`config.mk`:
```
export PLATFORM = sky130hd
export DESIGN_NAME = pfa_scan
export DESIGN_NICKNAME = d
export VERILOG_FILES = /design/src/page_frame_allocator_core_assert.svh /design/src/pfa_pkg.sv /design/src/pfa_scan.sv
export SDC_FILE = /design/constraint.sdc
export NUM_CORES = 2
export LEC_CHECK = 0
export ABC_AREA = 1
export BUFFER_PORTS_ARGS = -buffer_cell sky130_fd_sc_hd__buf_2
export CAP_MARGIN = 25
export CORE_MARGIN = 4
export CORE_UTILIZATION = 40
export DETAILED_ROUTE_END_ITERATION = 16
export GPL_TIMING_DRIVEN = 0
export SYNTH_ARGS = -nofsm -noshare
export SYNTH_HDL_FRONTEND = slang
export SYNTH_SLANG_ARGS = --single-unit
export TNS_END_PERCENT = 10
```
`constraint.sdc`:
```
create_clock -name vclk -period 8.1
set_clock_uncertainty 0.1 [all_clocks]
set_input_delay 1.215 -clock vclk [all_inputs]
set_output_delay 1.215 -clock vclk [all_outputs]
set_load 0.02 [all_outputs]
```
`src/page_frame_allocator_core_assert.svh`:
```
// ----------------------------------------------------------------------------
// page frame allocator assertion macros
// concurrent checks clocked on clk, held off while arst_n is low
// ----------------------------------------------------------------------------
`ifndef PAGE_FRAME_ALLOCATOR_CORE_ASSERT_SVH
`define PAGE_FRAME_ALLOCATOR_CORE_ASSERT_SVH
`ifndef SYNTHESIS
`define PFA_ASSERT(lbl, prop, msg) \
	lbl: assert property (@(posedge clk) disable iff (!arst_n) prop) else $error(msg);
`define PFA_NEVER(lbl, expr, msg) \
	lbl: assert property (@(posedge clk) disable iff (!arst_n) !(expr)) else $error(msg);
`else
`define PFA_ASSERT(lbl, prop, msg)
`define PFA_NEVER(lbl, expr, msg)
`endif
`endif

```
`src/pfa_pkg.sv`:
```
// ----------------------------------------------------------------------------
// pfa_pkg
// sizes, codes, shared types and helpers of the page frame allocator
// ----------------------------------------------------------------------------
package pfa_pkg;

	localparam int MAX_PAGES  = 65536;
	localparam int PAGE_SHIFT = 12;

	localparam int CFG_W   = 17;
	localparam int PG_W    = 17;
	localparam int RUN_W   = PG_W + 1;
	localparam int NEED_W  = 33 - PAGE_SHIFT;
	localparam int FW      = 34 - PAGE_SHIFT;
	localparam int WORD_W  = (MAX_PAGES >= 64) ? 32 : 8;
	localparam int WB      = $clog2(WORD_W);
	localparam int WORDS   = (MAX_PAGES + WORD_W - 1) / WORD_W;
	localparam int AW      = $clog2(WORDS);
	localparam int ADDR_PG = 2 ** (32 - PAGE_SHIFT);
	localparam int WIN_MAX = (MAX_PAGES < ADDR_PG) ? MAX_PAGES : ADDR_PG;

	localparam int PAGES_RST = 65536;
	localparam int FIRST_RST = 256;
	localparam int WIN_RST   = (PAGES_RST < WIN_MAX) ? PAGES_RST : WIN_MAX;
	localparam int FREE_RST  = (WIN_RST > FIRST_RST) ? WIN_RST - FIRST_RST : 0;

	localparam logic CFG_PAGES = 1'b0;
	localparam logic CFG_FIRST = 1'b1;

	typedef enum logic [1:0] {
		OP_ALLOC = 2'd0,
		OP_FREE  = 2'd1,
		OP_INIT  = 2'd2,
		OP_NOP   = 2'd3
	} opcode_t;

	typedef enum logic [1:0] {
		ST_OK      = 2'd0,
		ST_IGNORED = 2'd1,
		ST_NOMEM   = 2'd2
	} status_t;

	typedef struct packed {
		logic             hit;
		logic [WB-1:0]    pos;
		logic [RUN_W-1:0] carry;
	} scan_res_t;

	function automatic logic [AW-1:0] page_word(input logic [PG_W-1:0] p);
		return AW'(p >> WB);
	endfunction

	// bit j set when page {w, j} lies in [a, b)
	function automatic logic [WORD_W-1:0] range_mask(input logic [AW-1:0] w,
			input logic [PG_W-1:0] a, input logic [PG_W-1:0] b);
		logic [31:0]       g;
		logic [WORD_W-1:0] m;
		m = '0;
		for (int j = 0; j < WORD_W; j++) begin
			g = (32'(w) << WB) | 32'(j);
			m[j] = (g >= 32'(a)) && (g < 32'(b));
		end
		return m;
	endfunction

endpackage

```
`src/pfa_scan.sv`:
```
// ----------------------------------------------------------------------------
// pfa_scan
// first fit search over one map word, carrying the free run from the word below
// ----------------------------------------------------------------------------
module pfa_scan import pfa_pkg::*; (
	input  logic [WORD_W-1:0] data,
	input  logic [AW-1:0]     word,
	input  logic [PG_W-1:0]   lo,
	input  logic [PG_W-1:0]   hi,
	input  logic [RUN_W-1:0]  carry,
	input  logic [NEED_W-1:0] need,
	output scan_res_t         res
);

	always_comb begin
		logic [WORD_W-1:0] f;
		logic              allf;
		logic [WB-1:0]     lastz;
		logic [RUN_W-1:0]  run;
		// pages outside the window count as taken
		f = ~data & range_mask(word, lo, hi);
		allf = 1'b1;
		lastz = '0;
		res.hit = 1'b0;
		res.pos = '0;
		for (int j = 0; j < WORD_W; j++) begin
			allf = allf & f[j];
			if (!f[j]) begin
				lastz = WB'(j);
			end
			run = allf ? carry + RUN_W'(j + 1) : RUN_W'(j) - RUN_W'(lastz);
			if (!res.hit && f[j] && (32'(run) >= 32'(need))) begin
				res.hit = 1'b1;
				res.pos = WB'(j);
			end
		end
		res.carry = allf ? carry + RUN_W'(WORD_W) : RUN_W'(WORD_W - 1) - RUN_W'(lastz);
	end

endmodule

```
==> flow_metrics.env <==
export IMPL_grt_max_degree=33
export IMPL_design_die_area_um2=73390
export IMPL_synth_most_common_cell="nand2_1"
export IMPL_wl_per_cell_um=31.41
export IMPL_grtUsageTotal=0.4865
export IMPL_fp_dieH_um=270.9
export IMPL_drcViolationCount=0
export IMPL_synth_fp_nets=5387
export IMPL_run_status="finished, violations left"
export IMPL_max_slew_worst_pin_slew_ns=1.278
export IMPL_placed_area_um2=30880
export IMPL_ys_top_cells_by_area="ha_1, nand2_1, xor2_1, nor2_1, a21oi_1"
export IMPL_antenna_found_initial=17
export IMPL_worstSetupPathType="in -> out"
export IMPL_netlist_area_um2=27650
export IMPL_layout_area_seq_um2=0
export IMPL_finalCritPeriodShare=1.223
export IMPL_critPathLaunchType="input pin"
export IMPL_rsz0062_at_grt="yes"
export IMPL_num_vias=38200
export IMPL_arrival_ns=8.59
export IMPL_yosys_top_cells_count="nand2_1, nor2_1, ha_1, inv_1, a21oi_1"
export IMPL_pre_cts_ws_ns=-5.738
export IMPL_fillCellCount=7138
export IMPL_area_growth_pct=28.69
export IMPL_nClkBuffers=0
export IMPL_firstDrtPassIters=10
export IMPL_initial_utilization=0.4031
export IMPL_fin_area_um2=35580
export IMPL_ys_warn_count=0
export IMPL_slowest_stage="buf_2"
export IMPL_drt_initial_drc_count=5606
export IMPL_io_pins=140
export IMPL_avgViaCountPerCell=6.314
export IMPL_routed_wl_mm=190.1
export IMPL_syn_inst=4626
export IMPL_placementRows=96
export IMPL_slew_headroom=0.1478
export IMPL_setup_viol=6
export IMPL_grt_pass1_vias=34780
export IMPL_drv_slew=0
export IMPL_max_stage_delay_ns=0.36
export IMPL_crit_fanout=8
export IMPL_hold_class="in -> out"
export IMPL_cap_violations=0
export IMPL_hold_buffers=0
export IMPL_startpoint="carry[11]"
export IMPL_die_w_um=270.9
export IMPL_syn_area_per_cell_um2=5.977
export IMPL_core_area_um2=68590
export IMPL_synth_area_leader_cell="ha_1"
export IMPL_violations="setup timing"
export IMPL_finalSetupTns_ns=-10.25
export IMPL_design_seq_count=0
export IMPL_overflow=0
export IMPL_nNetsFinal=5873
export IMPL_synthDominantCellAreaShare=0.2919
export IMPL_cp_required_ns=6.78
export IMPL_dp_final_hpwl_mm=144.2
export IMPL_ant_nets=0
export IMPL_port_buffers=127
export IMPL_multi_input_area_um2=27290
export IMPL_hold_violations=0
export IMPL_fin_util=0.5188
export IMPL_crit_top_cell="inv_1"
export IMPL_whs_path_depth=5
export IMPL_fin_crit_ns=9.905
export IMPL_synth_cell_types=67
export IMPL_end_kind="primary output"
export IMPL_max_freq_ghz=0.1010
export IMPL_cp_endpoint="res[18]"
export IMPL_synth_yosys_seq_area_share=0
export IMPL_gp_congestion=1.122
export IMPL_layout_drive_gt1_share=0.2047
export IMPL_grt_pass1_wl_mm=257.3
export IMPL_setup_ws_ns=-1.805
[critical path: cells and delay by family]
| family | cells | cell delay [ns] |
|---|---|---|
| AOI/OAI and AO/OA | 5 | 0.94 |
| adders and majority gates | 1 | 0.31 |
| buffers and inverters | 14 | 2.84 |
| and+or+nand+nor | 17 | 3.20 |
[metrics by stage]
step,std cells,hold WS (ns)
2_1_floorplan,4626,2.553
3_3_place_gp,5684,3.084
3_5_place_dp,5768,3.061
4_1_cts,5974,2.987
5_1_grt,6042,3.014
6_report,6051,3.009
[repair_timing]
| item | in CTS | in global routing |
|---|---|---|
| resized for setup | 485 | 182 |
| setup buffers | 208 | 66 |
| pin swaps | 160 | 146 |
| gates cloned | 0 | 1 |
| setup endpoints to repair | 23 | 6 |
[cells in the final DEF (no fill, tap or decap), drive strengths merged, types with 4 or more instances in the layout]
cell      netlist  layout
nand2         914     914
nor2          748     748
ha            645     645
buf            26     519
inv           509     503
a21oi         433     433
xor2          327     327
o21ai         252     252
nor3          131     131
nand4         115     115
clkbuf        115     106
nand3         102     102
a211oi         58      58
nor4           29      29
a31oi          25      25
o21a           24      24
o211ai         19      19
o221ai         13      13
a2111oi        12      12
a21o           11      11
xnor2          11      11
o22ai          11      11
or2            11      11
diode           0      10
o21bai         10      10
clkinv         10      10
nand3b          7       7
o31ai           7       7
clkinvlp        0       6
a32oi           6       6
nor3b           5       5
a21boi          5       5
a41oi           4       4
a311oi          4       4
o2111ai         4       4
o311ai          4       4
[area by class of cell]
cell class | count | share of cell area
Multi-Input combinational cell | 3966 | 0.7670
Timing Repair Buffer | 486 | 0.1206
Inverter | 519 | 0.05813
Tap cell | 931 | 0.03274
Buffer | 139 | 0.02085
Antenna cell | 10 | 0.0007033
[routing by layer]
layer / up-vias / track usage / share of wire
li1: 16670 / - / -
met4: 14 / 0.3547 / 0.10
met2: 3093 / 0.6791 / 0.37
met5: - / 0 / 0.00073
met3: 1010 / 0.1744 / 0.15
met1: 17420 / 0.6115 / 0.37
[cell families (layout without fill, tap and decap cells)]
kind of cell	count (synthesis)	after routing	synth area share
adders and majority gates	645	645	0.2919
and+or+nand+nor	2064	2064	0.3186
xor gates and xnor gates	338	338	0.1071
buffers and inverters	660	1144	0.09119
other	0	10	0
AOI/OAI and AO/OA	919	919	0.1912
[worst min-delay path by stage]
stage                     endpoint     start  slack (ns)
after floorplan             res[4]  data[31]        2.55
after global placement      res[6]  carry[6]        3.08
after detailed placement   res[23]  data[29]        3.06
after CTS                   res[6]  carry[6]        2.99
after global routing        res[6]  carry[6]        3.01
final                       res[6]  carry[6]        3.01
